File: src/design/plfd_pkg.sv
// Shared types and constants of the line-follow PID drive block.
// No dependencies; imported by every module of the block.
package plfd_pkg;

    // Field widths
    localparam int SAMPLE_W   = 12;
    localparam int ERR_W      = 13;
    localparam int DIFF_W     = 14;
    localparam int SUM_W      = 32;
    localparam int GAIN_W     = 28;
    localparam int SPEED_W    = 8;
    localparam int LR_W       = 10;
    localparam int CORR_W     = 9;
    localparam int CFG_IDX_W  = 3;
    localparam int CFG_DATA_W = 28;
    localparam int S_TDATA_W  = 16;
    localparam int M_TDATA_W  = 32;

    // The scale factors 2000 and 2000000 are split into a small odd
    // multiplier and a power of two: 2000 = 125 * 2^4, 2000000 = 15625 * 2^7.
    localparam int ERR_SCALE = 125;
    localparam int P_SHIFT   = 4;
    localparam int D_SCALE   = 15625;
    localparam int D_SHIFT   = 7;

    // Widths of the scaled error terms and of the gain products
    localparam int ERR_P_W  = 20;
    localparam int DIFF_D_W = 28;
    localparam int PROD_P_W = 48;
    localparam int PROD_I_W = 60;
    localparam int PROD_D_W = 56;
    localparam int NUM_W    = 64;

    // Division of the numerator by 2000 * 2^24, truncated toward zero.
    // The quotient below the clamp limits is found from |num| >> 24 with a
    // reciprocal of 2000, exact for every magnitude under 2^19.
    localparam int DIV_SHIFT   = 24;
    localparam int CORR_DIV    = 2000;
    localparam int MAG_W       = 19;
    localparam int RECIP_K     = 536871;
    localparam int RECIP_W     = 20;
    localparam int RECIP_SHIFT = 30;
    localparam int Q_W         = 8;

    // Clamp limits of the correction
    localparam int CORR_MIN     = -150;
    localparam int CORR_MAX     = 50;
    localparam int CORR_NEG_LIM = 150;
    localparam logic [NUM_W-1:0] POS_SAT_MAG =
        (NUM_W'(CORR_MAX) * NUM_W'(CORR_DIV)) << DIV_SHIFT;
    localparam logic [NUM_W-1:0] NEG_SAT_MAG =
        (NUM_W'(CORR_NEG_LIM) * NUM_W'(CORR_DIV)) << DIV_SHIFT;

    // Error sum saturation limits
    localparam logic [SUM_W-1:0] SUM_MAX = {1'b0, {(SUM_W-1){1'b1}}};
    localparam logic [SUM_W-1:0] SUM_MIN = {1'b1, {(SUM_W-1){1'b0}}};

    // Register reset values
    localparam logic                  RST_TRACK_SIDE   = 1'b1;
    localparam logic [SAMPLE_W-1:0]   RST_TARGET       = 12'd250;
    localparam logic [GAIN_W-1:0]     RST_GAIN_P       = 28'd5033165;
    localparam logic [GAIN_W-1:0]     RST_GAIN_I       = 28'd1677722;
    localparam logic [GAIN_W-1:0]     RST_GAIN_D       = 28'd839;
    localparam logic [SPEED_W-1:0]    RST_CRUISE_SPEED = 8'd60;

    // Configuration register indexes
    typedef enum logic [CFG_IDX_W-1:0] {
        CFG_TRACK_SIDE   = 3'd0,
        CFG_TARGET_LEVEL = 3'd1,
        CFG_GAIN_P       = 3'd2,
        CFG_GAIN_I       = 3'd3,
        CFG_GAIN_D       = 3'd4,
        CFG_CRUISE_SPEED = 3'd5
    } cfg_index_t;

    // Configuration register set
    typedef struct packed {
        logic                track_side;
        logic [SAMPLE_W-1:0] target_level;
        logic [GAIN_W-1:0]   gain_p;
        logic [GAIN_W-1:0]   gain_i;
        logic [GAIN_W-1:0]   gain_d;
        logic [SPEED_W-1:0]  cruise_speed;
    } cfg_t;

    // Incoming request
    typedef struct packed {
        logic                clear_history;
        logic [SAMPLE_W-1:0] sensor_sample;
    } in_item_t;

    // Scaled error terms and updated sum
    typedef struct packed {
        logic signed [ERR_P_W-1:0]  err_p;
        logic signed [DIFF_D_W-1:0] diff_d;
        logic signed [SUM_W-1:0]    sum;
    } err_item_t;

    // Gain products
    typedef struct packed {
        logic signed [PROD_P_W-1:0] prod_p;
        logic signed [PROD_I_W-1:0] prod_i;
        logic signed [PROD_D_W-1:0] prod_d;
    } prod_item_t;

    // Result request, packed as on the result bus (left in the lowest bits)
    typedef struct packed {
        logic signed [CORR_W-1:0] correction;
        logic signed [LR_W-1:0]   right_drive;
        logic signed [LR_W-1:0]   left_drive;
    } out_item_t;

endpackage

File: src/design/plfd_post.sv
// Sum, divide, clamp and wheel mix stages of the line-follow PID drive block.
// Depends on plfd_pkg; three register stages ending in the result register.
module plfd_post (
    input  logic                          aclk,
    input  logic                          aresetn,
    input  logic                          p_valid,
    output logic                          p_ready,
    input  plfd_pkg::prod_item_t          p_item,
    input  logic                          track_side,
    input  logic [plfd_pkg::SPEED_W-1:0]  cruise_speed,
    output logic                          m_valid,
    input  logic                          m_ready,
    output plfd_pkg::out_item_t           m_item
);
    import plfd_pkg::*;

    // Stage control
    logic v_num_reg;
    logic v_mag_reg;
    logic v_out_reg;
    logic load_num;
    logic load_mag;
    logic load_out;

    // Stage payloads
    logic signed [NUM_W-1:0] num_reg;
    logic                    neg_reg;
    logic                    pos_sat_reg;
    logic                    neg_sat_reg;
    logic [MAG_W-1:0]        m_mag_reg;
    out_item_t               out_reg;

    // Combinational values
    logic signed [NUM_W-1:0]   p_w;
    logic signed [NUM_W-1:0]   i_w;
    logic signed [NUM_W-1:0]   d_w;
    logic signed [NUM_W-1:0]   num_next;
    logic [NUM_W-1:0]          mag_c;
    logic [MAG_W+RECIP_W-1:0]  recip_prod;
    logic [Q_W-1:0]            quot;
    logic signed [CORR_W-1:0]  quot_s;
    logic signed [CORR_W-1:0]  corr_c;
    logic signed [LR_W-1:0]    base_x;
    logic signed [LR_W-1:0]    corr_x;
    out_item_t                 out_next;

    assign load_out = !v_out_reg || m_ready;
    assign load_mag = !v_mag_reg || load_out;
    assign load_num = !v_num_reg || load_mag;
    assign p_ready  = load_num;
    assign m_valid  = v_out_reg;
    assign m_item   = out_reg;

    // Numerator: 2000*gp*e + gi*S + 2000000*gd*(e - e_prev)
    assign p_w = {{(NUM_W-PROD_P_W){p_item.prod_p[PROD_P_W-1]}}, p_item.prod_p};
    assign i_w = {{(NUM_W-PROD_I_W){p_item.prod_i[PROD_I_W-1]}}, p_item.prod_i};
    assign d_w = {{(NUM_W-PROD_D_W){p_item.prod_d[PROD_D_W-1]}}, p_item.prod_d};
    assign num_next = (p_w <<< P_SHIFT) + i_w + (d_w <<< D_SHIFT);

    // Magnitude of the numerator
    assign mag_c = num_reg[NUM_W-1] ? NUM_W'(-num_reg) : NUM_W'(num_reg);

    // Quotient by 2000 through the reciprocal, then sign and clamp
    assign recip_prod = (MAG_W+RECIP_W)'(m_mag_reg) * (MAG_W+RECIP_W)'(RECIP_K);
    assign quot       = recip_prod[RECIP_SHIFT +: Q_W];
    assign quot_s     = $signed({1'b0, quot});

    always_comb begin
        priority if (neg_sat_reg) begin
            corr_c = CORR_W'(CORR_MIN);
        end else if (pos_sat_reg) begin
            corr_c = CORR_W'(CORR_MAX);
        end else if (neg_reg) begin
            corr_c = -quot_s;
        end else begin
            corr_c = quot_s;
        end
    end

    // Wheel mix; the sign follows the tracked side
    assign base_x = $signed({2'b00, cruise_speed});
    assign corr_x = {corr_c[CORR_W-1], corr_c};

    always_comb begin
        out_next.correction = corr_c;
        if (track_side) begin
            out_next.left_drive  = base_x + corr_x;
            out_next.right_drive = base_x - corr_x;
        end else begin
            out_next.left_drive  = base_x - corr_x;
            out_next.right_drive = base_x + corr_x;
        end
    end

    // Stage valid bits
    always_ff @(posedge aclk) begin
        if (!aresetn) begin
            v_num_reg <= 1'b0;
            v_mag_reg <= 1'b0;
            v_out_reg <= 1'b0;
        end else begin
            if (load_num) begin
                v_num_reg <= p_valid;
            end
            if (load_mag) begin
                v_mag_reg <= v_num_reg;
            end
            if (load_out) begin
                v_out_reg <= v_mag_reg;
            end
        end
    end

    // Stage payloads
    always_ff @(posedge aclk) begin
        if (load_num && p_valid) begin
            num_reg <= num_next;
        end
        if (load_mag && v_num_reg) begin
            neg_reg     <= num_reg[NUM_W-1];
            pos_sat_reg <= !num_reg[NUM_W-1] && (mag_c >= POS_SAT_MAG);
            neg_sat_reg <= num_reg[NUM_W-1] && (mag_c >= NEG_SAT_MAG);
            m_mag_reg   <= mag_c[DIV_SHIFT +: MAG_W];
        end
        if (load_out && v_mag_reg) begin
            out_reg <= out_next;
        end
    end

endmodule

File: config.mk
export PLATFORM = sky130hd
export DESIGN_NAME = plfd_post
export DESIGN_NICKNAME = d
export VERILOG_FILES = /design/src/design/plfd_pkg.sv /design/src/design/plfd_post.sv
export SDC_FILE = /design/constraint.sdc
export NUM_CORES = 1
export LEC_CHECK = 0
export BUFFER_PORTS_ARGS = -buffer_cell sky130_fd_sc_hd__buf_4
export CAP_MARGIN = 5
export CORE_UTILIZATION = 65
export CTS_CLUSTER_DIAMETER = 100
export CTS_CLUSTER_SIZE = 24
export DETAILED_ROUTE_END_ITERATION = 10
export GPL_TIMING_DRIVEN = 1
export PLACE_DENSITY = 0.89
export SYNTH_ARGS = -nofsm -noshare
export SYNTH_HDL_FRONTEND = slang
export SYNTH_SLANG_ARGS = --single-unit
File: constraint.sdc
create_clock -name aclk -period 11.1 [get_ports aclk]
set_clock_uncertainty 0.05 [all_clocks]
set_input_delay 0.555 -clock aclk [delete_from_list [all_inputs] [get_ports aclk]]
set_output_delay 0.555 -clock aclk [all_outputs]
set_load 0.05 [all_outputs]
==> metrics <==
worst flop-to-flop path startpoint=m_mag_reg[16]; first-pass GRT wire length=57.47 mm; final hold vios=0; initial core utilization=66.79%; Worst setup SP type=flop; slew at the pin closest to its max-slew limit=1.079 ns; Async SR Flop Fraction=0%; Synth Instances=1,555; CP Class=flop to flop; CP bufs+invs=6; fin crit share=76.53%; clk sinks=117; HP Class=primary input to flop; R2R depth=33; Total GRT Usage=29.89%; EDFF count, synth=114; Synthesized Nets=2,113; Final Util=77.21%; initial antenna violation count=0; clock-pin slew on the worst setup and hold paths=0.05 ns; #FFs+latches synth=117; Post-synth top flop=edfxtp_1; die width=155.2 um; post-CTS resize count=0; Top delay family on crit path=adder cells; drt pass-1 iters=5; clock period minus worst slack=8.495 ns; Seq/Total Area, Yosys=22.83%; WL/cell=16.64 um; vias in the first global route=12,390; Mean Syn Cell Area=9.812 sq um; CTS Hold Bufs=0; required time of the critical path=11.21 ns; Cell variety after synth=80; die area=24,090 sq um; worst-skew pair later-pin latency=0.42 ns; I/O pin total=208; setup violators final=0; pin count of the biggest net entering global routing=65; Buffers on Ports=207; Post-DP HPWL=29.26 mm; CTS H-tree lvls=4; max-slew violations=0; Clock Tree Buf Depth=2; number of max-cap violations=0; total CTS buffers=17; crit end category=flop; max reg flops=64; Site Rows=55; Crit-path slowest cell=fa_1; ratio of cells with drive above 1 in the final layout=14.75%; total wire length=34.65 mm; fin nets=2,315; RSZ-0062 raised after global routing=no; worst-case vdd ir drop=579.8 uV; Area Growth Syn to Fin=15.61%; dpl cell area=17,140 sq um; CTS tree=done; Rel. slew slack=27.63%; worst r2r dst=m_item[18]; Post-Route Setup TNS=0 ns; Critical Path AT=8.60 ns; Final ANT Viol Nets=0; synthesized area=15,260 sq um; Power Density=335.3 nW/um^2; Crit Path Max Fanout=7; die height=155.2 um; via count=12,260; DR DRC count=0; fill count=1,495; DRT iter0 DRCs=1,026; Final Total Pwr=0.005915 W; antenna cells=0; Yosys warning total=0; Worst Hold End=num_reg[0]; gr ovfl total=0; final instance area=17,640 sq um; clock root buffer=clkbuf_16; Max stage delay on crit path=0.57 ns; gpl congestion=0.9789; flop2flop setup slack=2.61 ns; Core ar.=22,850 sq um; max frequency=0.1177 GHz; via/cell ratio=5.889; outcome=finished clean; worst hold stages=1; setup bufs post-CTS=0; P_leak=8.196 nW; HP Start=p_item[56]
-- power breakdown --
part	internal, W	switching [W]	total [W]
clock	0.000278	0.000189	0.000467
sequential	0.000665	0.000116	0.000781
combinational	0.00194	0.00273	0.00467
-- how the worst max path moves through the flow --
| stage | cells past startpoint | endpoint | startpoint | slack [ns] |
|---|---|---|---|---|
| 6_report | 33 | m_item[18] | m_mag_reg[16] | 2.61 |
| 5_1_grt | 33 | m_item[18] | m_mag_reg[16] | 2.08 |
| 4_1_cts | 33 | m_item[18] | m_mag_reg[16] | 2.70 |
| 3_5_place_dp | 33 | m_item[18] | m_mag_reg[16] | 2.81 |
| 3_3_place_gp | 33 | m_item[8] | m_mag_reg[16] | 3.05 |
| 2_1_floorplan | 32 | m_item[18] | m_mag_reg[16] | 3.47 |
-- Yosys cell counts (all sizes together) (4+ instances only) --
master	instances	area, sq um
o221ai	4	35.03
o31ai	15	112.6
edfxtp	114	3423
nor2b	12	75.07
nor4	15	115.1
and2	7	43.79
or2	9	56.30
o21ai	75	379.1
and3	9	56.30
a21oi	109	549.3
o31a	5	43.79
o211ai	9	67.56
mux2i	10	100.1
ha	241	3015
or4	8	63.81
xnor2	66	578.1
inv	245	919.6
nand3	31	160.1
nand2b	9	56.30
nand4	18	112.6
o2111ai	4	35.03
a21o	34	256.5
or3	5	31.28
o21bai	16	120.1
nand2	73	276.5
a211o	5	43.79
a31oi	15	108.9
o21a	13	97.59
nor3	37	195.2
clkbuf	25	93.84
a211oi	10	75.07
o22ai	6	37.54
nor2	67	254.0
and4	6	52.55
fa	140	2803
xor2	35	306.5
a32oi	4	35.03
a2111oi	6	52.55
o41ai	4	35.03
-- per-stage QoR --
step,hold slack (ns),cells,setup slack [ns]
floorplan,0.3744,1555,3.470
global placement,0.4944,2051,3.054
detailed placement,0.5104,2051,2.813
CTS,0.2574,2082,2.702
global route,0.2599,2082,2.084
finish,0.2669,2082,2.605
-- layout by cell type, fill, tap and decap left out, types with 5 or more instances in the layout --
master and n:
edfxtp_1 114, mux2i_1 10, o31a_1 5, or4_1 7, o21a_1 13, nand4_1 18
a31oi_1 13, o21ai_0 70, nor3_1 35, nor2_1 66, or2_2 7, ha_1 241
nand3_1 30, and3_1 9, nor4_1 13, a211oi_1 10, inv_1 244, a21oi_1 108
o31ai_1 15, a211o_1 5, buf_4 210, clkbuf_16 17, xor2_1 35, nand2_1 72
o21bai_1 16, fa_1 140, a21o_1 33, xnor2_1 66, and2_1 7, o211ai_1 9
and4_1 6, or3_1 5, nor2b_1 11, o22ai_1 6, nand2b_1 9, a2111oi_0 6
-- kinds of logic (layout without fill, tap and decap cells) --
kind of cell	count (synthesis)	after routing	share of synthesized area, %
adder cells (fa/ha/maj)	381	381	38.13
XOR/XNOR	101	101	5.797
AO/OA/AOI/OAI	360	360	15.27
buffers and inverters	272	486	6.724
AND/OR/NAND/NOR	314	314	10.59
multiplexers	10	10	0.6560
flip-flops	117	117	22.83
-- metal layers --
layer,wire length (um),share of wire (%),global-route usage (%)
met1,14640,42,37.55
met2,17520,51,53.41
met3,1616,4.7,3.565
met4,879,2.5,10.22
met5,0,0,0
-- final cells by class --
cell class / instances / area [sq um] / share of cell area (%)
flip-flops and latches: 117 / 3483 / 19.75
repair buffers: 210 / 1577 / 8.937
well taps: 313 / 391.6 / 2.220
inverters: 245 / 919.6 / 5.213
multi-input cells: 1166 / 10770 / 61.05
clock inverters: 12 / 66.31 / 0.3759
clock buffers: 19 / 432.9 / 2.454
Power figures use the tool's default switching activity.
