`src/design/plfd_pkg.sv`:
```
// Shared types and constants of the line-follow PID drive block.
// No dependencies; imported by every module of the block.
package plfd_pkg;

    // Field widths
    localparam int SAMPLE_W   = 12;
    localparam int ERR_W      = 13;
    localparam int DIFF_W     = 14;
    localparam int SUM_W      = 32;
    localparam int GAIN_W     = 28;
    localparam int SPEED_W    = 8;
    localparam int LR_W       = 10;
    localparam int CORR_W     = 9;
    localparam int CFG_IDX_W  = 3;
    localparam int CFG_DATA_W = 28;
    localparam int S_TDATA_W  = 16;
    localparam int M_TDATA_W  = 32;

    // The scale factors 2000 and 2000000 are split into a small odd
    // multiplier and a power of two: 2000 = 125 * 2^4, 2000000 = 15625 * 2^7.
    localparam int ERR_SCALE = 125;
    localparam int P_SHIFT   = 4;
    localparam int D_SCALE   = 15625;
    localparam int D_SHIFT   = 7;

    // Widths of the scaled error terms and of the gain products
    localparam int ERR_P_W  = 20;
    localparam int DIFF_D_W = 28;
    localparam int PROD_P_W = 48;
    localparam int PROD_I_W = 60;
    localparam int PROD_D_W = 56;
    localparam int NUM_W    = 64;

    // Division of the numerator by 2000 * 2^24, truncated toward zero.
    // The quotient below the clamp limits is found from |num| >> 24 with a
    // reciprocal of 2000, exact for every magnitude under 2^19.
    localparam int DIV_SHIFT   = 24;
    localparam int CORR_DIV    = 2000;
    localparam int MAG_W       = 19;
    localparam int RECIP_K     = 536871;
    localparam int RECIP_W     = 20;
    localparam int RECIP_SHIFT = 30;
    localparam int Q_W         = 8;

    // Clamp limits of the correction
    localparam int CORR_MIN     = -150;
    localparam int CORR_MAX     = 50;
    localparam int CORR_NEG_LIM = 150;
    localparam logic [NUM_W-1:0] POS_SAT_MAG =
        (NUM_W'(CORR_MAX) * NUM_W'(CORR_DIV)) << DIV_SHIFT;
    localparam logic [NUM_W-1:0] NEG_SAT_MAG =
        (NUM_W'(CORR_NEG_LIM) * NUM_W'(CORR_DIV)) << DIV_SHIFT;

    // Error sum saturation limits
    localparam logic [SUM_W-1:0] SUM_MAX = {1'b0, {(SUM_W-1){1'b1}}};
    localparam logic [SUM_W-1:0] SUM_MIN = {1'b1, {(SUM_W-1){1'b0}}};

    // Register reset values
    localparam logic                  RST_TRACK_SIDE   = 1'b1;
    localparam logic [SAMPLE_W-1:0]   RST_TARGET       = 12'd250;
    localparam logic [GAIN_W-1:0]     RST_GAIN_P       = 28'd5033165;
    localparam logic [GAIN_W-1:0]     RST_GAIN_I       = 28'd1677722;
    localparam logic [GAIN_W-1:0]     RST_GAIN_D       = 28'd839;
    localparam logic [SPEED_W-1:0]    RST_CRUISE_SPEED = 8'd60;

    // Configuration register indexes
    typedef enum logic [CFG_IDX_W-1:0] {
        CFG_TRACK_SIDE   = 3'd0,
        CFG_TARGET_LEVEL = 3'd1,
        CFG_GAIN_P       = 3'd2,
        CFG_GAIN_I       = 3'd3,
        CFG_GAIN_D       = 3'd4,
        CFG_CRUISE_SPEED = 3'd5
    } cfg_index_t;

    // Configuration register set
    typedef struct packed {
        logic                track_side;
        logic [SAMPLE_W-1:0] target_level;
        logic [GAIN_W-1:0]   gain_p;
        logic [GAIN_W-1:0]   gain_i;
        logic [GAIN_W-1:0]   gain_d;
        logic [SPEED_W-1:0]  cruise_speed;
    } cfg_t;

    // Incoming request
    typedef struct packed {
        logic                clear_history;
        logic [SAMPLE_W-1:0] sensor_sample;
    } in_item_t;

    // Scaled error terms and updated sum
    typedef struct packed {
        logic signed [ERR_P_W-1:0]  err_p;
        logic signed [DIFF_D_W-1:0] diff_d;
        logic signed [SUM_W-1:0]    sum;
    } err_item_t;

    // Gain products
    typedef struct packed {
        logic signed [PROD_P_W-1:0] prod_p;
        logic signed [PROD_I_W-1:0] prod_i;
        logic signed [PROD_D_W-1:0] prod_d;
    } prod_item_t;

    // Result request, packed as on the result bus (left in the lowest bits)
    typedef struct packed {
        logic signed [CORR_W-1:0] correction;
        logic signed [LR_W-1:0]   right_drive;
        logic signed [LR_W-1:0]   left_drive;
    } out_item_t;

endpackage

```
`src/design/plfd_err.sv`:
```
// Input register and error history stage of the line-follow PID drive block.
// Depends on plfd_pkg; keeps the previous error and the saturating error sum.
module plfd_err (
    input  logic                           aclk,
    input  logic                           aresetn,
    input  logic                           s_valid,
    output logic                           s_ready,
    input  plfd_pkg::in_item_t             s_item,
    input  logic [plfd_pkg::SAMPLE_W-1:0]  target_level,
    output logic                           e_valid,
    input  logic                           e_ready,
    output plfd_pkg::err_item_t            e_item
);
    import plfd_pkg::*;

    logic      in_valid_reg;
    logic      in_valid_next;
    in_item_t  in_item_reg;
    logic      e_valid_reg;
    logic      e_valid_next;
    err_item_t e_item_reg;
    err_item_t e_item_next;

    logic signed [ERR_W-1:0] prev_error_reg;
    logic signed [SUM_W-1:0] error_sum_reg;

    logic                       e_load;
    logic                       advance;
    logic signed [ERR_W-1:0]    prev_eff;
    logic signed [SUM_W-1:0]    sum_eff;
    logic signed [ERR_W-1:0]    err_c;
    logic signed [DIFF_W-1:0]   diff_c;
    logic signed [SUM_W+1:0]    sum_wide;
    logic signed [SUM_W-1:0]    sum_sat;
    logic signed [ERR_P_W-1:0]  err_x;
    logic signed [DIFF_D_W-1:0] diff_x;

    // Handshake: the input register refills as soon as its request moves on.
    assign e_load        = !e_valid_reg || e_ready;
    assign advance       = in_valid_reg && e_load;
    assign s_ready       = !in_valid_reg || e_load;
    assign in_valid_next = (s_valid && s_ready) || (in_valid_reg && !e_load);
    assign e_valid_next  = advance || (e_valid_reg && !e_ready);
    assign e_valid       = e_valid_reg;
    assign e_item        = e_item_reg;

    // A clear request sees an empty history.
    assign prev_eff = in_item_reg.clear_history ? '0 : prev_error_reg;
    assign sum_eff  = in_item_reg.clear_history ? '0 : error_sum_reg;

    // Error, difference and trapezoidal sum
    assign err_c  = $signed({1'b0, in_item_reg.sensor_sample}) - $signed({1'b0, target_level});
    assign diff_c = {err_c[ERR_W-1], err_c} - {prev_eff[ERR_W-1], prev_eff};
    assign sum_wide = {{2{sum_eff[SUM_W-1]}}, sum_eff}
                    + {{(SUM_W+2-ERR_W){err_c[ERR_W-1]}}, err_c}
                    + {{(SUM_W+2-ERR_W){prev_eff[ERR_W-1]}}, prev_eff};

    // Saturate the sum to 32 bits
    always_comb begin
        if (sum_wide[SUM_W+1:SUM_W-1] == 3'b000 || sum_wide[SUM_W+1:SUM_W-1] == 3'b111) begin
            sum_sat = sum_wide[SUM_W-1:0];
        end else if (sum_wide[SUM_W+1]) begin
            sum_sat = SUM_MIN;
        end else begin
            sum_sat = SUM_MAX;
        end
    end

    // Pre-scale error and difference by the odd parts of 2000 and 2000000
    assign err_x  = {{(ERR_P_W-ERR_W){err_c[ERR_W-1]}}, err_c};
    assign diff_x = {{(DIFF_D_W-DIFF_W){diff_c[DIFF_W-1]}}, diff_c};

    always_comb begin
        e_item_next.err_p  = err_x * $signed(ERR_P_W'(ERR_SCALE));
        e_item_next.diff_d = diff_x * $signed(DIFF_D_W'(D_SCALE));
        e_item_next.sum    = sum_sat;
    end

    // Control registers and history
    always_ff @(posedge aclk) begin
        if (!aresetn) begin
            in_valid_reg   <= 1'b0;
            e_valid_reg    <= 1'b0;
            prev_error_reg <= '0;
            error_sum_reg  <= '0;
        end else begin
            in_valid_reg <= in_valid_next;
            e_valid_reg  <= e_valid_next;
            if (advance) begin
                prev_error_reg <= err_c;
                error_sum_reg  <= sum_sat;
            end
        end
    end

    // Payload registers
    always_ff @(posedge aclk) begin
        if (s_valid && s_ready) begin
            in_item_reg <= s_item;
        end
        if (advance) begin
            e_item_reg <= e_item_next;
        end
    end

endmodule

```
`config.mk`:
```
export PLATFORM = sky130hd
export DESIGN_NAME = plfd_err
export DESIGN_NICKNAME = d
export VERILOG_FILES = /design/src/design/plfd_pkg.sv /design/src/design/plfd_err.sv
export SDC_FILE = /design/constraint.sdc
export NUM_CORES = 1
export LEC_CHECK = 0
export BUFFER_PORTS_ARGS = -buffer_cell sky130_fd_sc_hd__buf_2
export CAP_MARGIN = 20
export CELL_PAD_IN_SITES_DETAIL_PLACEMENT = 1
export CELL_PAD_IN_SITES_GLOBAL_PLACEMENT = 1
export CORE_ASPECT_RATIO = 0.75
export CORE_MARGIN = 2
export CORE_UTILIZATION = 53
export CTS_CLUSTER_DIAMETER = 100
export DETAILED_ROUTE_END_ITERATION = 10
export PLACE_DENSITY = 0.9
export SYNTH_ARGS = -nofsm -noshare
export SYNTH_HDL_FRONTEND = slang
export SYNTH_SLANG_ARGS = --single-unit
```
`constraint.sdc`:
```
create_clock -name aclk -period 16.35 [get_ports aclk]
set_clock_uncertainty 0.05 [all_clocks]
set_input_delay 1.635 -clock aclk [delete_from_list [all_inputs] [get_ports aclk]]
set_output_delay 1.635 -clock aclk [all_outputs]
set_load 0.02 [all_outputs]
```
==> metrics.txt <==
run status=complete, no violations; number of endpoints failing setup at the final stage=0; most used flip-flop cell after synthesis=sky130_fd_sc_hd__edfxtp_1; hold-fix buffers at CTS=0; Post-DP HPWL=30490 um; fill cell total of the finished layout=3025; maximum clock path buffer count=2; Final Critical Period=10640 ps; tightest slew margin relative to the limit=30.57%; Worst R2R Setup Slack=6640 ps; DIE HEIGHT=146.4 um; number of max-slew violations in the final report=0; Achievable Freq=0.09398 GHz; core area=26810 um^2; Mapped Area=14330 um^2; peak per-stage delay on the critical path=590 ps; sequential cell area fraction in the yosys report=26.05%; growth of design area from synthesis to finish=11.15%; DRC Markers=0; category of the worst setup path capture point=flop; worst setup path class=in2reg; Yosys Warn Count=0; number of flops mapped to enable cells by yosys=93; number of cells upsized or downsized after cts=0; Hold/Removal Path Class=reg2reg; sink count of the clock tree=140; reg2reg start=in_item_reg[4]$_DFFE_PP_; final global-route overflow total=0; cts bufs inserted=17; Reg2Reg Capture Point=e_item[58]$_DFFE_PP_; setup_tns=0 ps; max-cap check violation count=0; Most common cell on crit path=sky130_fd_sc_hd__inv_1; Mean Syn Cell Area=9.818 um^2; Reg2Reg Depth=34; Starting DRT DRC Count=637; number of nets produced by synthesis=1822; arrival time at the worst endpoint=10780 ps; Hold Path Stages=2; CTS H-Tree Depth=4; maximum number of pins on one net before global-route repair=84; flip-flop count of the largest register, all copies and words added=80; area used by multi-input combinational logic=9519 um^2; Die Area=28390 um^2; CP max-delay cell=sky130_fd_sc_hd__xnor2_1; clk slew on worst S/H paths=60 ps; GRT Overall Usage=29.58%; number of synthesized register bits=140; instance area at placement=15270 um^2; critical path launch point type=input port; vias in the first global route=12.61k; Post-synth ARST share=0%; post-route cell area=15930 um^2; RD Place Congestion=0.9098; end point of the most critical hold path=prev_error_reg[2]$_SDFFE_PN0P_; global-route wire length before repair=66140 um; number of primary I/O pins=111; routed via count divided by cell count=5.807; clock tree root buffer cell=sky130_fd_sc_hd__clkbuf_16; unrepaired setup endpoints after global routing=false; cell count after synthesis=1460; antenna violations before repair=0; share of post-route cells with drive strength above 1=12.54%; total number of vias=11.25k; Detailed Routing Iterations Pass 1=5; routed wirelength normalized by instance count=21.02 um; CTS tree=built; clock network latency to the later pin of the worst-skew pair=450 ps; number of post-CTS setup repair buffers=0; pin slew with the least headroom to its limit=1041 ps; Final Hold Viols=0; Std-Cell Rows=52; die extent in x=193.9 um; hold wc startpoint=prev_error_reg[2]$_SDFFE_PN0P_; area taken by flip-flops and latches=3734 um^2; Post-layout nets=1936; post-synthesis cell type count=74; Worst Path Required=16490 ps; Worst Path Max Fanout=9; # port buffers=110; part of the cycle the worst path needs=65.08%; total wire length=40740 um; effective utilization at floorplan=53.48%; count of antenna-violating nets left after detailed routing=0; count of inserted antenna diode cells=0
==> layer usage <==
layer	vias to the layer above	global-route usage, %	share of wire, %
li1	5162	-	-
met1	5655	36.32	42
met2	352	52.48	50
met3	84	4.805	4.6
met4	0	11.25	2.7
met5	-	0	0
==> final cells by class <==
| cell class | count | share of cell area [%] |
|---|---|---|
| clock buffer | 24 | 3.227 |
| sequential | 140 | 23.43 |
| multi-input combinational | 1045 | 59.74 |
| timing repair buffer | 123 | 4.068 |
| clock inverter | 8 | 0.9423 |
| tap | 351 | 2.756 |
| inverter | 247 | 5.834 |
==> Yosys cell counts, types with 11 or more instances <==
master                     instances  area [um^2]
sky130_fd_sc_hd__xor2_1           29        254.0
sky130_fd_sc_hd__ha_1            210         2628
sky130_fd_sc_hd__a21oi_1          67        335.3
sky130_fd_sc_hd__xnor2_1          57        499.2
sky130_fd_sc_hd__nor2_1           53        198.9
sky130_fd_sc_hd__inv_1           247        927.1
sky130_fd_sc_hd__fa_1            123         2462
sky130_fd_sc_hd__a21o_1           26        195.2
sky130_fd_sc_hd__nand3_1          20        100.1
sky130_fd_sc_hd__a31oi_1          11        68.82
sky130_fd_sc_hd__o21ai_0          72        360.4
sky130_fd_sc_hd__o21a_1           16        120.1
sky130_fd_sc_hd__clkbuf_1         18        67.56
sky130_fd_sc_hd__dfxtp_1          47        940.9
sky130_fd_sc_hd__nor2b_1          16        100.1
sky130_fd_sc_hd__nor3_1           17        85.08
sky130_fd_sc_hd__nand2_1         109        409.1
sky130_fd_sc_hd__a21oi_2          23        201.4
sky130_fd_sc_hd__and2_1           15        93.84
sky130_fd_sc_hd__edfxtp_1         93         2793
sky130_fd_sc_hd__nand2b_1         51        319.1
==> stage by stage <==
step / util [%] / hold WS (ps) / setup WS [ps] / std cells
2_1_floorplan: - / 394.0 / 6878 / 1460
3_3_place_gp: 56.96 / 403.5 / 6144 / 1906
3_5_place_dp: 56.96 / 417.5 / 5521 / 1906
4_1_cts: 59.44 / 431.7 / 5932 / 1938
5_1_grt: 59.44 / 458.0 / 5237 / 1938
6_report: 59.44 / 431.8 / 5710 / 1938
==> worst max path at each step <==
| stage | start | end | depth (start not counted) |
|---|---|---|---|
| after floorplan | target_level[0] | e_item[58]$_DFFE_PP_ | 36 |
| after global routing | target_level[0] | e_item[58]$_DFFE_PP_ | 37 |
| after CTS | target_level[4] | e_item[58]$_DFFE_PP_ | 36 |
| after detailed placement | target_level[4] | e_item[58]$_DFFE_PP_ | 36 |
| final | target_level[4] | e_item[58]$_DFFE_PP_ | 36 |
| after global placement | target_level[0] | e_item[58]$_DFFE_PP_ | 37 |
==> critical path, delay by kind of cell <==
family                   cells  cell delay, ps
AO/OA/AOI/OAI               12            3430
XOR/XNOR                     2             830
adder cells (fa/ha/maj)      8            3430
buffers and inverters        8             680
AND/OR/NAND/NOR              6             770
==> cells by family (layout without fill, tap and decap cells) <==
kind of cell	Yosys count	count (layout)	share of synthesized area (%)
AOI/OAI and AO/OA	298	298	14.10
xor gates and xnor gates	87	87	5.446
adders and majority gates	333	333	35.51
buffers and inverters	275	402	7.576
DFF	140	140	26.05
muxes	1	1	0.06983
other	1	1	0.02616
and+or+nand+nor	325	325	11.23
==> placed cells by master (no fill, tap or decap), drive strengths merged, types with 7 or more instances in the layout <==
master,synthesis,layout
a211oi,7,7
a21o,26,26
a21oi,90,90
a31oi,13,13
and2,15,15
and3,10,10
buf,10,123
clkbuf,18,24
dfxtp,47,47
edfxtp,93,93
fa,123,123
ha,210,210
inv,247,248
nand2,109,109
nand2b,51,51
nand3,21,21
nor2,53,53
nor2b,16,16
nor3,17,17
o21a,16,16
o21ai,74,74
o21bai,10,10
or2,9,9
xnor2,57,57
xor2,30,30
Power is not shown: default switching activity piles up to over one toggle a cycle in this logic, so the estimate is an artifact.
