<file path="src/design/plfd_pkg.sv">
// Shared types and constants of the line-follow PID drive block.
// No dependencies; imported by every module of the block.
package plfd_pkg;

    // Field widths
    localparam int SAMPLE_W   = 12;
    localparam int ERR_W      = 13;
    localparam int DIFF_W     = 14;
    localparam int SUM_W      = 32;
    localparam int GAIN_W     = 28;
    localparam int SPEED_W    = 8;
    localparam int LR_W       = 10;
    localparam int CORR_W     = 9;
    localparam int CFG_IDX_W  = 3;
    localparam int CFG_DATA_W = 28;
    localparam int S_TDATA_W  = 16;
    localparam int M_TDATA_W  = 32;

    // The scale factors 2000 and 2000000 are split into a small odd
    // multiplier and a power of two: 2000 = 125 * 2^4, 2000000 = 15625 * 2^7.
    localparam int ERR_SCALE = 125;
    localparam int P_SHIFT   = 4;
    localparam int D_SCALE   = 15625;
    localparam int D_SHIFT   = 7;

    // Widths of the scaled error terms and of the gain products
    localparam int ERR_P_W  = 20;
    localparam int DIFF_D_W = 28;
    localparam int PROD_P_W = 48;
    localparam int PROD_I_W = 60;
    localparam int PROD_D_W = 56;
    localparam int NUM_W    = 64;

    // Division of the numerator by 2000 * 2^24, truncated toward zero.
    // The quotient below the clamp limits is found from |num| >> 24 with a
    // reciprocal of 2000, exact for every magnitude under 2^19.
    localparam int DIV_SHIFT   = 24;
    localparam int CORR_DIV    = 2000;
    localparam int MAG_W       = 19;
    localparam int RECIP_K     = 536871;
    localparam int RECIP_W     = 20;
    localparam int RECIP_SHIFT = 30;
    localparam int Q_W         = 8;

    // Clamp limits of the correction
    localparam int CORR_MIN     = -150;
    localparam int CORR_MAX     = 50;
    localparam int CORR_NEG_LIM = 150;
    localparam logic [NUM_W-1:0] POS_SAT_MAG =
        (NUM_W'(CORR_MAX) * NUM_W'(CORR_DIV)) << DIV_SHIFT;
    localparam logic [NUM_W-1:0] NEG_SAT_MAG =
        (NUM_W'(CORR_NEG_LIM) * NUM_W'(CORR_DIV)) << DIV_SHIFT;

    // Error sum saturation limits
    localparam logic [SUM_W-1:0] SUM_MAX = {1'b0, {(SUM_W-1){1'b1}}};
    localparam logic [SUM_W-1:0] SUM_MIN = {1'b1, {(SUM_W-1){1'b0}}};

    // Register reset values
    localparam logic                  RST_TRACK_SIDE   = 1'b1;
    localparam logic [SAMPLE_W-1:0]   RST_TARGET       = 12'd250;
    localparam logic [GAIN_W-1:0]     RST_GAIN_P       = 28'd5033165;
    localparam logic [GAIN_W-1:0]     RST_GAIN_I       = 28'd1677722;
    localparam logic [GAIN_W-1:0]     RST_GAIN_D       = 28'd839;
    localparam logic [SPEED_W-1:0]    RST_CRUISE_SPEED = 8'd60;

    // Configuration register indexes
    typedef enum logic [CFG_IDX_W-1:0] {
        CFG_TRACK_SIDE   = 3'd0,
        CFG_TARGET_LEVEL = 3'd1,
        CFG_GAIN_P       = 3'd2,
        CFG_GAIN_I       = 3'd3,
        CFG_GAIN_D       = 3'd4,
        CFG_CRUISE_SPEED = 3'd5
    } cfg_index_t;

    // Configuration register set
    typedef struct packed {
        logic                track_side;
        logic [SAMPLE_W-1:0] target_level;
        logic [GAIN_W-1:0]   gain_p;
        logic [GAIN_W-1:0]   gain_i;
        logic [GAIN_W-1:0]   gain_d;
        logic [SPEED_W-1:0]  cruise_speed;
    } cfg_t;

    // Incoming request
    typedef struct packed {
        logic                clear_history;
        logic [SAMPLE_W-1:0] sensor_sample;
    } in_item_t;

    // Scaled error terms and updated sum
    typedef struct packed {
        logic signed [ERR_P_W-1:0]  err_p;
        logic signed [DIFF_D_W-1:0] diff_d;
        logic signed [SUM_W-1:0]    sum;
    } err_item_t;

    // Gain products
    typedef struct packed {
        logic signed [PROD_P_W-1:0] prod_p;
        logic signed [PROD_I_W-1:0] prod_i;
        logic signed [PROD_D_W-1:0] prod_d;
    } prod_item_t;

    // Result request, packed as on the result bus (left in the lowest bits)
    typedef struct packed {
        logic signed [CORR_W-1:0] correction;
        logic signed [LR_W-1:0]   right_drive;
        logic signed [LR_W-1:0]   left_drive;
    } out_item_t;

endpackage

</file>
<file path="src/design/plfd_cfg.sv">
// Configuration register file of the line-follow PID drive block.
// Depends on plfd_pkg for the register set type, indexes and reset values.
module plfd_cfg (
    input  logic                             aclk,
    input  logic                             aresetn,
    input  logic                             cfg_valid,
    output logic                             cfg_ready,
    input  logic [plfd_pkg::CFG_IDX_W-1:0]   cfg_index,
    input  logic [plfd_pkg::CFG_DATA_W-1:0]  cfg_data,
    output plfd_pkg::cfg_t                   cfg
);
    import plfd_pkg::*;

    cfg_t cfg_reg;
    cfg_t cfg_next;

    // Writes are always taken; unknown indexes are dropped.
    assign cfg_ready = 1'b1;
    assign cfg       = cfg_reg;

    // Next value of the register set
    always_comb begin
        cfg_next = cfg_reg;
        if (cfg_valid) begin
            unique case (cfg_index)
                CFG_TRACK_SIDE:   cfg_next.track_side   = cfg_data[0];
                CFG_TARGET_LEVEL: cfg_next.target_level = cfg_data[SAMPLE_W-1:0];
                CFG_GAIN_P:       cfg_next.gain_p       = cfg_data[GAIN_W-1:0];
                CFG_GAIN_I:       cfg_next.gain_i       = cfg_data[GAIN_W-1:0];
                CFG_GAIN_D:       cfg_next.gain_d       = cfg_data[GAIN_W-1:0];
                CFG_CRUISE_SPEED: cfg_next.cruise_speed = cfg_data[SPEED_W-1:0];
                default:          cfg_next = cfg_reg;
            endcase
        end
    end

    // Register set with its reset values
    always_ff @(posedge aclk) begin
        if (!aresetn) begin
            cfg_reg.track_side   <= RST_TRACK_SIDE;
            cfg_reg.target_level <= RST_TARGET;
            cfg_reg.gain_p       <= RST_GAIN_P;
            cfg_reg.gain_i       <= RST_GAIN_I;
            cfg_reg.gain_d       <= RST_GAIN_D;
            cfg_reg.cruise_speed <= RST_CRUISE_SPEED;
        end else begin
            cfg_reg <= cfg_next;
        end
    end

endmodule

</file>
<file path="config.mk">
export PLATFORM = sky130hd
export DESIGN_NAME = plfd_cfg
export DESIGN_NICKNAME = d
export VERILOG_FILES = /design/src/design/plfd_pkg.sv /design/src/design/plfd_cfg.sv
export SDC_FILE = /design/constraint.sdc
export NUM_CORES = 1
export LEC_CHECK = 0
export ABC_AREA = 1
export BUFFER_PORTS_ARGS = -buffer_cell sky130_fd_sc_hd__clkbuf_2
export CAP_MARGIN = 20
export CORE_MARGIN = 1
export CORE_UTILIZATION = 34
export CTS_CLUSTER_SIZE = 12
export DETAILED_ROUTE_END_ITERATION = 8
export PLACE_DENSITY_LB_ADDON = 0.12
export SLEW_MARGIN = 25
export SYNTH_ARGS = -nofsm -noshare
export SYNTH_HDL_FRONTEND = slang
export SYNTH_SLANG_ARGS = --single-unit
</file>
<file path="constraint.sdc">
create_clock -name aclk -period 1.05 [get_ports aclk]
set_input_delay 0.21 -clock aclk [delete_from_list [all_inputs] [get_ports aclk]]
set_output_delay 0.21 -clock aclk [all_outputs]
set_load 0.02 [all_outputs]
</file>
==> summary.txt, run 1 <==
Die
  • Initial Util: between 30% and 40%
  • Core ar.: around 12000 um^2
  • Area of the die: ~12000 um^2
  • Rows: 39
  • Die X-Extent: about 110 um
  • Vert. Die Dim: approximately 110 um
  • Number of I/O pins: 140

Yosys
  • Synth top area share: 51.4%
  • Yosys cell types: 17
  • #FFs+latches synth: 105
  • Leading area contributor after synthesis: dfxtp_1
  • Post-synth net total: between 600 and 700
  • Synth top cells by count: nand2_1, nor2_1, dfxtp_1
  • Number of warnings issued by yosys: 0
  • Synth Instances: 570
  • Share of flip-flops with an asynchronous set or reset: 0%
  • Avg Inst Size Synth: 7.17 um^2
  • Sequential-to-total area share from yosys stat: about half
  • Mapped Area: ~4000 um^2
  • Top post-synthesis cells by area: dfxtp_1, nand2_1, nand3_1
  • Post-synth EDFFs: 0
  • Synth Flop Type: dfxtp_1
  • Top-count cell post-synth: nand2_1

GRT
  • Initial antenna violation count: 0
  • Largest net degree at the start of global routing: 39
  • Vias in the first global route: 4063
  • GRT Residual Overflow: 0
  • First-pass GRT wire length: ~21000 um
  • GRT Total Usage: between 20% and 30%

Clock tree
  • CTS tree: yes
  • Clk buf depth: 2
  • Clock transition at path regs: roughly 0.060 ns
  • CTS root buf: clkbuf_16
  • CTS H-tree depth: 3
  • CTS sink cnt: 105
  • Number of hold buffers added after cts: 0
  • CTS buffer count: 9
  • Clk_lat worst skew: roughly 0.34 ns

Setup path
  • CP Data Required Time: between 0.8 and 0.9 ns
  • Worst endpoint data arrival time: slightly above 0.8 ns
  • Element type at the critical path end: output port
  • CP max-delay cell: dfxtp_2
  • R2R Path Start: cfg[94]$_SDFFE_PN0P_
  • Critical Path Max Stage Delay: between 0.3 and 0.4 ns
  • Worst Path Buf+Inv: 1
  • Setup crit start kind: flop
  • CP startpoint: cfg[55]$_SDFFE_PN1P_
  • Cell Chain, Critical Path: clkbuf_8
  • Setup Crit Path Kind: reg2out
  • Critical-path maximum fanout: 2
  • Top Family by Delay on Critical Path: flip-flops

Timing
  • Fin crit share: between 90% and 100%
  • Fmax: between 0.9 and 1 GHz
  • Final Setup Violations: 0
  • Pins Over Slew Limit: 0
  • Fin Hold WS: approximately 0.083 ns
  • RSZ-0062 raised after global routing: true
  • Post-layout minimum cycle time: between 1 and 1.5 ns
  • Final Hold Vio Count: 0
  • Setup ws final: 0.0150 ns
  • Clk_skew: 0 ns

Cells and area
  • Largest register FFs: between 100 and 150
  • Final net count: 762
  • Synth-to-Final Area Change: 63.5%
  • Antenna fix cells: 0
  • Final Util: ~58%
  • FILL cells: roughly 1100
  • Share of cells above drive strength 1: a little over two fifths

Hold path
  • HP Start: cfg_data[18]
  • Tightest Hold Check Type: in2reg

Routing
  • Vias: ~4200
  • Total length of routed wires: between 10000 and 15000 um
  • DRT Pass-1 Iters: 6
  • DRT iter0 DRCs: just under 200
  • Post-route ant nets: 0
  • Via-per-instance ratio: approximately 4.7
  • WL/cell: 14.7 um
  • DRC viols: 12

Placed design
  • Final HPWL DP: 9090 um
  • IO buf count: ~140
  • Pre-CTS WS: -0.298 ns
  • Placer congestion estimate: just over 0.8

Pwr
  • VDD IR max: 0.656 mV
  • Pwr dens: between 1000 and 1500 nW/um^2
  • P_leak: about 3.1 nW

Outcome
  • Status: finished, violations left
  • Failing checks: design-rule violations

Job
  • Max cap viols: 0
-- repair_timing --
action                     CTS  global route
buffers inserted             2             5
cloned                       0             0
resized for setup          311            74
pin swaps                    0             0
setup endpoints to repair  105            88
-- through the flow --
step / TNS [ns] / total power [W] / instance area (um^2) / std cells
6_report: 0 / 0.00877 / 6680 / 874
5_1_grt: -0.0212 / 0.00915 / 6680 / 874
4_1_cts: -0.0801 / 0.00879 / 6550 / 869
3_5_place_dp: -15.28 / 0.00543 / 5220 / 853
3_3_place_gp: -14.08 / 0.00542 / 5220 / 853
2_1_floorplan: 0 / 0.00492 / 4090 / 570
-- routing by layer --
| metal | wire, um | track usage, % |
|---|---|---|
| met3 | 760 | 4.79 |
| met4 | 136 | 7.93 |
| met2 | 6420 | 36.0 |
| met1 | 5490 | 25.5 |
| met5 | 0 | 0 |
-- power breakdown --
group | switching, W | internal, W
registers | 0.000120 | 0.00415
logic | 0.000731 | 0.000665
clock network | 0.00139 | 0.00172
-- cell families (layout without fill, tap and decap cells) --
logic type | after synthesis | in the layout | synth area share, %
AOI/OAI and AO/OA | 1 | 1 | 0.122
and+or+nand+nor | 399 | 399 | 41.0
buffers and inverters | 64 | 225 | 7.32
DFF | 105 | 105 | 51.4
other | 1 | 1 | 0.0917
-- placed cells by master (no fill, tap or decap), types with 9 or more instances in the layout --
master and instances:
nand2_1 153, nor2_1 130, dfxtp_2 105, nand3_1 103, buf_8 72, clkbuf_8 35
clkbuf_2 32, buf_4 29, inv_1 28, buf_12 14, clkbuf_16 9
-- cell type report --
| class | instances | area (um^2) | share of cell area (%) |
|---|---|---|---|
| inverters | 31 | 116 | 1.74 |
| flip-flops and latches | 105 | 2230 | 33.4 |
| multi-input cells | 401 | 1700 | 25.4 |
| repair buffers | 180 | 2190 | 32.8 |
| well taps | 143 | 179 | 2.68 |
| clock buffers | 14 | 264 | 3.95 |
-- final timing paths --
kind	endpoint	slack (ns)	cells after the start
max	cfg[55]	0.01	1
min	cfg[82]$_SDFFE_PN1P_	0.08	3
max reg2reg	cfg[94]$_SDFFE_PN0P_	0.30	3
min reg2reg	cfg[39]$_SDFFE_PN1P_	0.46	2
(Power assumes the default switching activity.)
==> inputs of run 2 (changes only) <==
CORE_ASPECT_RATIO = 1.4   (was unset)
RECOVER_POWER = 50   (was unset)
==> run 2 against run 1 <==
  * The run now ends clean
  * Register-to-register slack worse by 0.07 ns
  * Cell count up 0.57%
  * Cell area down 0.67%
  * Sequential power about the same
  * Die area about the same
  * Power up 3.8%
  * Worst hold slack better by 0.00090 ns
  * Largest cell class unchanged
==> summary.txt, run 2 (synthesis results as in run 1) <==
Clock tree
  • CTS sink cnt: 105 (unchanged)
  • CTS buffer count: 9 (unchanged)
  • CTS root buf: clkbuf_16
  • CTS tree: yes
  • Clock transition at path regs: 0.08 ns (+0.02 ns)
  • Clk buf depth: 2 (unchanged)
  • Number of hold buffers added after cts: 0 (unchanged)
  • Clk_lat worst skew: 0.35 ns (about the same)
  • CTS H-tree depth: 3 (unchanged)

Timing
  • Final Hold Vio Count: 0 (unchanged)
  • Final Setup Violations: 0 (unchanged)
  • Fmax: 0.953 GHz (-1.3%)
  • Post-layout minimum cycle time: 1.05 ns (+0.0139 ns)
  • Fin crit share: 99.9% (+1.3 points)
  • Setup TNS: 0 ns (unchanged)
  • Pins Over Slew Limit: 0 (unchanged)
  • RSZ-0062 raised after global routing: true
  • Clk_skew: 0 ns (unchanged)

Placed design
  • Final HPWL DP: 9230 um (+1.5%)
  • Placer congestion estimate: 0.834 (+1.2%)
  • Placed Cells: 853 (unchanged)
  • IO buf count: 138 (unchanged)

Job
  • Max cap viols: 0 (unchanged)

Setup path
  • Cell Chain, Critical Path: buf_8
  • FF-to-FF setup slack: 0.23 ns (-0.07 ns)
  • CP max-delay cell: dfxtp_2
  • Critical Path Max Stage Delay: 0.37 ns (+0.03 ns)
  • Worst path depth: 1 (unchanged)
  • Worst endpoint data arrival time: 0.84 ns (about the same)
  • Worst Path Buf+Inv: 1 (unchanged)
  • RR Endpoint: cfg[1]$_SDFFE_PN0P_
  • CP Data Required Time: 0.84 ns (about the same)
  • Critical-path maximum fanout: 2 (unchanged)
  • R2R Path Start: cfg[1]$_SDFFE_PN0P_
  • Top Family by Delay on Critical Path: flip-flops
  • Element type at the critical path end: output port
  • Reg2reg path depth: 4 (+1)
  • Setup Crit Path Kind: reg2out
  • Setup crit start kind: flop

Routing
  • DRT Pass-1 Iters: 4 (-2)
  • WL/cell: 15.2 um (+4.1%)
  • Total length of routed wires: 13400 um (+4.6%)
  • DRC viols: 0 (-12)
  • Vias: 4190 (+0.96%)
  • Post-route ant nets: 0 (unchanged)
  • DRT iter0 DRCs: 159 (-20%)
  • Via-per-instance ratio: 4.77 (+0.39%)

GRT
  • Initial antenna violation count: 0 (unchanged)
  • Largest net degree at the start of global routing: 56 (+44%)
  • Vias in the first global route: 4037 (-0.64%)
  • GRT Residual Overflow: 0 (unchanged)
  • GRT Total Usage: 21.5% (+0.49 points)
  • First-pass GRT wire length: 20700 um (+0.60%)

Pwr
  • Pwr dens: 1370 nW/um^2 (+4.5%)
  • Total power: 0.00911 W (+3.8%)
  • VDD IR max: 0.741 mV (+13%)
  • P_leak: 3.11 nW (-0.63%)

Hold path
  • Tightest Hold Check Type: in2reg
  • HP Start: cfg_data[14]
  • Min-Delay Endpoint: cfg[78]$_SDFFE_PN1P_
  • Hold Path Depth: 3 (unchanged)

Die
  • Number of I/O pins: 140 (unchanged)
  • Area of the die: 12500 um^2 (about the same)
  • Die X-Extent: 94.7 um (-15%)
  • Rows: 47 (+21%)
  • Core ar.: 11800 um^2 (+1.7%)
  • Vert. Die Dim: 132 um (+18%)
  • Initial Util: 34.8% (-0.59 points)

Cells and area
  • Share of cells above drive strength 1: 41.9% (-0.33 points)
  • Final net count: 761 (-0.13%)
  • Final cell count without fillers: 879 (+0.57%)
  • Largest register FFs: 105 (unchanged)
  • FILL cells: 1091 (+2.5%)
  • Most frequent cells in the layout: nand2_1, nor2_1, dfxtp_2
  • Most common cell after layout, fill and taps aside: nand2_1
  • Antenna fix cells: 0 (unchanged)
  • Synth-to-Final Area Change: 62.4%

Outcome
  • Status: finished, final reports clean
run 2: layout make-up:
type                    count  area, um^2  share of cell area, %
clock inverters             7        75.1                   1.13
inverters                  31         116                   1.75
multi-input cells         402        1700                   25.6
repair buffers            178        2110                   31.7
well taps                 147         184                   2.77
flip-flops and latches    105        2230                   33.6
clock buffers               9         225                   3.39
run 2: what timing repair did:
| item | CTS | global route |
|---|---|---|
| cloned | 0 | 1 |
| buffers inserted | 1 | 8 |
| pin swaps | 0 | 0 |
| gates resized for setup | 306 | 94 |
| setup endpoints to repair | 105 | 124 |
| endpoints found under the hold margin | 0 | 0 |
run 2: power breakdown:
| group | leakage (nW) | total, W | internal (W) | switching [W] |
|---|---|---|---|---|
| Combinational | 2.09 | 0.00137 | 0.000640 | 0.000729 |
| Sequential | 0.867 | 0.00428 | 0.00415 | 0.000128 |
| Clock | 0.151 | 0.00346 | 0.00187 | 0.00159 |
run 2: routing by layer:
metal	share of wire [%]	up-vias	wire length (um)	GRT usage (%)
li1	-	2086	-	-
met5	0	-	0	0
met4	3.1	0	414	9.76
met2	51	135	6900	36.2
met3	5.1	28	677	4.90
met1	40	1941	5410	25.5
run 2: worst max-delay path by stage:
stage                     startpoint                    end  slack, ns
6_report        cfg[40]$_SDFFE_PN1P_                cfg[40]      0.001
5_1_grt         cfg[44]$_SDFFE_PN1P_                cfg[44]      -0.02
4_1_cts        cfg[103]$_SDFFE_PN0P_               cfg[103]      -0.02
3_5_place_dp            cfg_index[2]   cfg[22]$_SDFFE_PN0P_      -0.26
3_3_place_gp            cfg_index[2]   cfg[27]$_SDFFE_PN0P_      -0.21
2_1_floorplan                aresetn  cfg[104]$_SDFFE_PN1P_       0.05
run 2: metrics by stage:
stage	hold WS (ns)	util, %	area (um^2)	setup WS [ns]
finish	0.0842	56.4	6640	0.00109
global route	0.0985	56.4	6640	-0.0157
CTS	0.0776	55.1	6480	-0.0193
detailed placement	0.446	43.6	5120	-0.256
global placement	0.429	43.6	5120	-0.211
floorplan	0.323	-	4090	0.0486
==> inputs of run 3 (changes only) <==
clock period = 1.34 ns   (was 1.05 ns; I/O delays follow)
==> run 3 against run 2 <==
  * Register-to-register slack improved by 0.48 ns
  * Non-clock buffer count decreased by 18
  * Combinational power decreased by 39%
  * First-iteration DRC count increased by 28%
  * Largest cell class unchanged
  * Global-route usage decreased by 1.1 points
  * Die area unchanged
  * Sequential share of layout area increased by 5.7 points
  * Critical path depth unchanged
  * Cell area decreased by 20%
  * Cell count decreased by 2.2%
  * Largest power group unchanged
  * Sequential power decreased by 23%
==> summary.txt, run 3 (synthesis results as in run 1) <==
Timing
  • Final Hold Vio Count: 0 (unchanged)
  • Fmax: about 0.85 GHz
  • Final Setup Violations: 0 (unchanged)
  • Relative slew slack: ~55%
  • Worst Tran Pin Value: roughly 0.68 ns
  • Pins Over Slew Limit: 0 (unchanged)
  • Clk_skew: 0 ns (unchanged)
  • Fin crit share: between 80% and 90%
  • RSZ-0062 raised after global routing: false
  • Setup ws final: 0.159 ns (+0.158 ns)
  • Post-layout minimum cycle time: 1.18 ns

Routing
  • DRT Pass-1 Iters: 4 (unchanged)
  • WL/cell: 14.3 um (-5.9%)
  • Via-per-instance ratio: 4.68 (-1.8%)
  • Vias: 4027 (-3.9%)
  • DRT iter0 DRCs: 203 (+28%)
  • DRC viols: 0 (unchanged)
  • Total length of routed wires: 12300 um (-8.0%)
  • Post-route ant nets: 0 (unchanged)

Setup path
  • Setup Crit Path Kind: reg2out
  • Top Family by Delay on Critical Path: flip-flops
  • Worst endpoint data arrival time: 0.91 ns (+0.07 ns)
  • Worst Path Buf+Inv: 1 (unchanged)
  • Critical-path maximum fanout: 2 (unchanged)
  • Element type at the critical path end: output port
  • CP Data Required Time: 1.07 ns (+0.23 ns)
  • Critical Path Max Stage Delay: 0.38 ns (about the same)
  • CP max-delay cell: dfxtp_1
  • Cell Chain, Critical Path: clkbuf_2
  • Setup crit start kind: flop

Cells and area
  • FILL cells: 1281 (+17%)
  • Final net count: 742 (-2.5%)
  • Share of cells above drive strength 1: 24.8% (-17 points)
  • Most frequent cells in the layout: nand2_1, clkbuf_2, nor2_1
  • Reg area: 2100 um^2 (-5.9%)
  • Antenna fix cells: 0 (unchanged)
  • Largest register FFs: 105 (unchanged)
  • Most common cell after layout, fill and taps aside: nand2_1
  • Area occupied by multi-input gates: 1690 um^2 (-0.52%)
  • Synth-to-Final Area Change: 30.6%
  • Final cell count without fillers: 860 (-2.2%)

Clock tree
  • CTS tree: yes
  • Clock transition at path regs: 0.07 ns (about the same)
  • Post CTS Setup Buffer Count: 0 (-1)
  • Post-cts resize count: 0 (-100%)
  • Number of hold buffers added after cts: 0 (unchanged)
  • CTS sink cnt: 105 (unchanged)
  • CTS root buf: clkbuf_16
  • CTS buffer count: 9 (unchanged)
  • Clk_lat worst skew: 0.34 ns (about the same)
  • CTS H-tree depth: 3 (unchanged)
  • Clk buf depth: 2 (unchanged)

Placed design
  • Pre-CTS WS: -0.0222 ns (+0.234 ns)
  • Final HPWL DP: 9120 um (-1.1%)
  • Placer congestion estimate: 0.838 (+0.54%)
  • Placed Cells: 844 (-1.1%)
  • IO buf count: 138 (unchanged)

Die
  • Core ar.: 11800 um^2 (unchanged)
  • Area of the die: 12500 um^2 (unchanged)
  • Vert. Die Dim: 132 um (unchanged)
  • Die X-Extent: 94.7 um (unchanged)
  • Initial Util: 34.8% (unchanged)
  • Rows: 47 (unchanged)
  • Number of I/O pins: 140 (unchanged)

GRT
  • GRT Total Usage: 20.4% (-1.1 points)
  • Largest net degree at the start of global routing: 65 (+16%)
  • First-pass GRT wire length: 19600 um (-5.3%)
  • GRT Residual Overflow: 0 (unchanged)
  • Initial antenna violation count: 0 (unchanged)
  • Vias in the first global route: 3785 (-6.2%)

Pwr
  • Pwr dens: 1280 nW/um^2 (-6.6%)
  • P_leak: 2.67 nW (-14%)
  • VDD IR max: 0.565 mV (-24%)

Outcome
  • Status: finished, final reports clean

Job
  • Max cap viols: 0 (unchanged)

Hold path
  • Tightest Hold Check Type: in2reg
-- run 3: cell types whose count changed in the layout (fill, tap and decap cells not counted), sizes merged --
cell / change
buf: -108
nor2: -1
clkinvlp: +1
clkinv: -1
clkbuf: +93
inv: -3
-- run 3: worst reg2reg max path, stage by stage, from the launching register on --
cell	delay [ns]
dfxtp_1	0.32
o21ai_0	0.10
nand3_1	0.09
-- run 3: area by class of cell --
| cell class | count | share of cell area, % |
|---|---|---|
| Clock inverter | 4 | 0.961 |
| Clock buffer | 12 | 4.81 |
| Timing Repair Buffer | 160 | 17.6 |
| Tap cell | 147 | 3.45 |
| Inverter | 31 | 2.18 |
| Sequential cell | 105 | 39.4 |
| Multi-Input combinational cell | 401 | 31.6 |
-- run 3: final timing paths --
path,cells past startpoint,endpoint,startpoint,slack [ns]
worst max-delay path,1,cfg[80],cfg[80]$_SDFFE_PN0P_,0.16
worst min-delay path,3,cfg[78]$_SDFFE_PN1P_,cfg_data[14],0.15
worst max register to register,2,cfg[104]$_SDFFE_PN1P_,cfg[104]$_SDFFE_PN1P_,0.71
worst min register to register,2,cfg[52]$_SDFFE_PN1P_,cfg[52]$_SDFFE_PN1P_,0.46
-- run 3: through the flow --
stage	cell area, um^2	hold WS (ns)	util, %	power [W]	setup TNS, ns
6_report	5340	0.149	45.4	0.00684	0
5_1_grt	5340	0.150	45.4	0.00711	0
4_1_cts	5360	0.137	45.6	0.00693	0
3_5_place_dp	5050	0.448	43.0	0.00422	-0.215
3_3_place_gp	5050	0.439	43.0	0.00421	0
2_1_floorplan	4090	0.381	-	0.00386	0
-- run 3: metal layers --
layer  wire length [um]  vias to the layer above  GRT usage [%]
met5                  0                        -              0
met4                310                        0           8.16
met3                645                       16           3.75
met2               6240                      127           34.7
met1               5140                     1833           25.0
li1                   -                     2051              -
-- run 3: power breakdown --
part	switching, W	total (W)	leakage (nW)	internal (W)
Combinational	0.000552	0.000833	1.67	0.000281
Sequential	0.0000616	0.00329	0.855	0.00323
Clock	0.00116	0.00271	0.149	0.00155
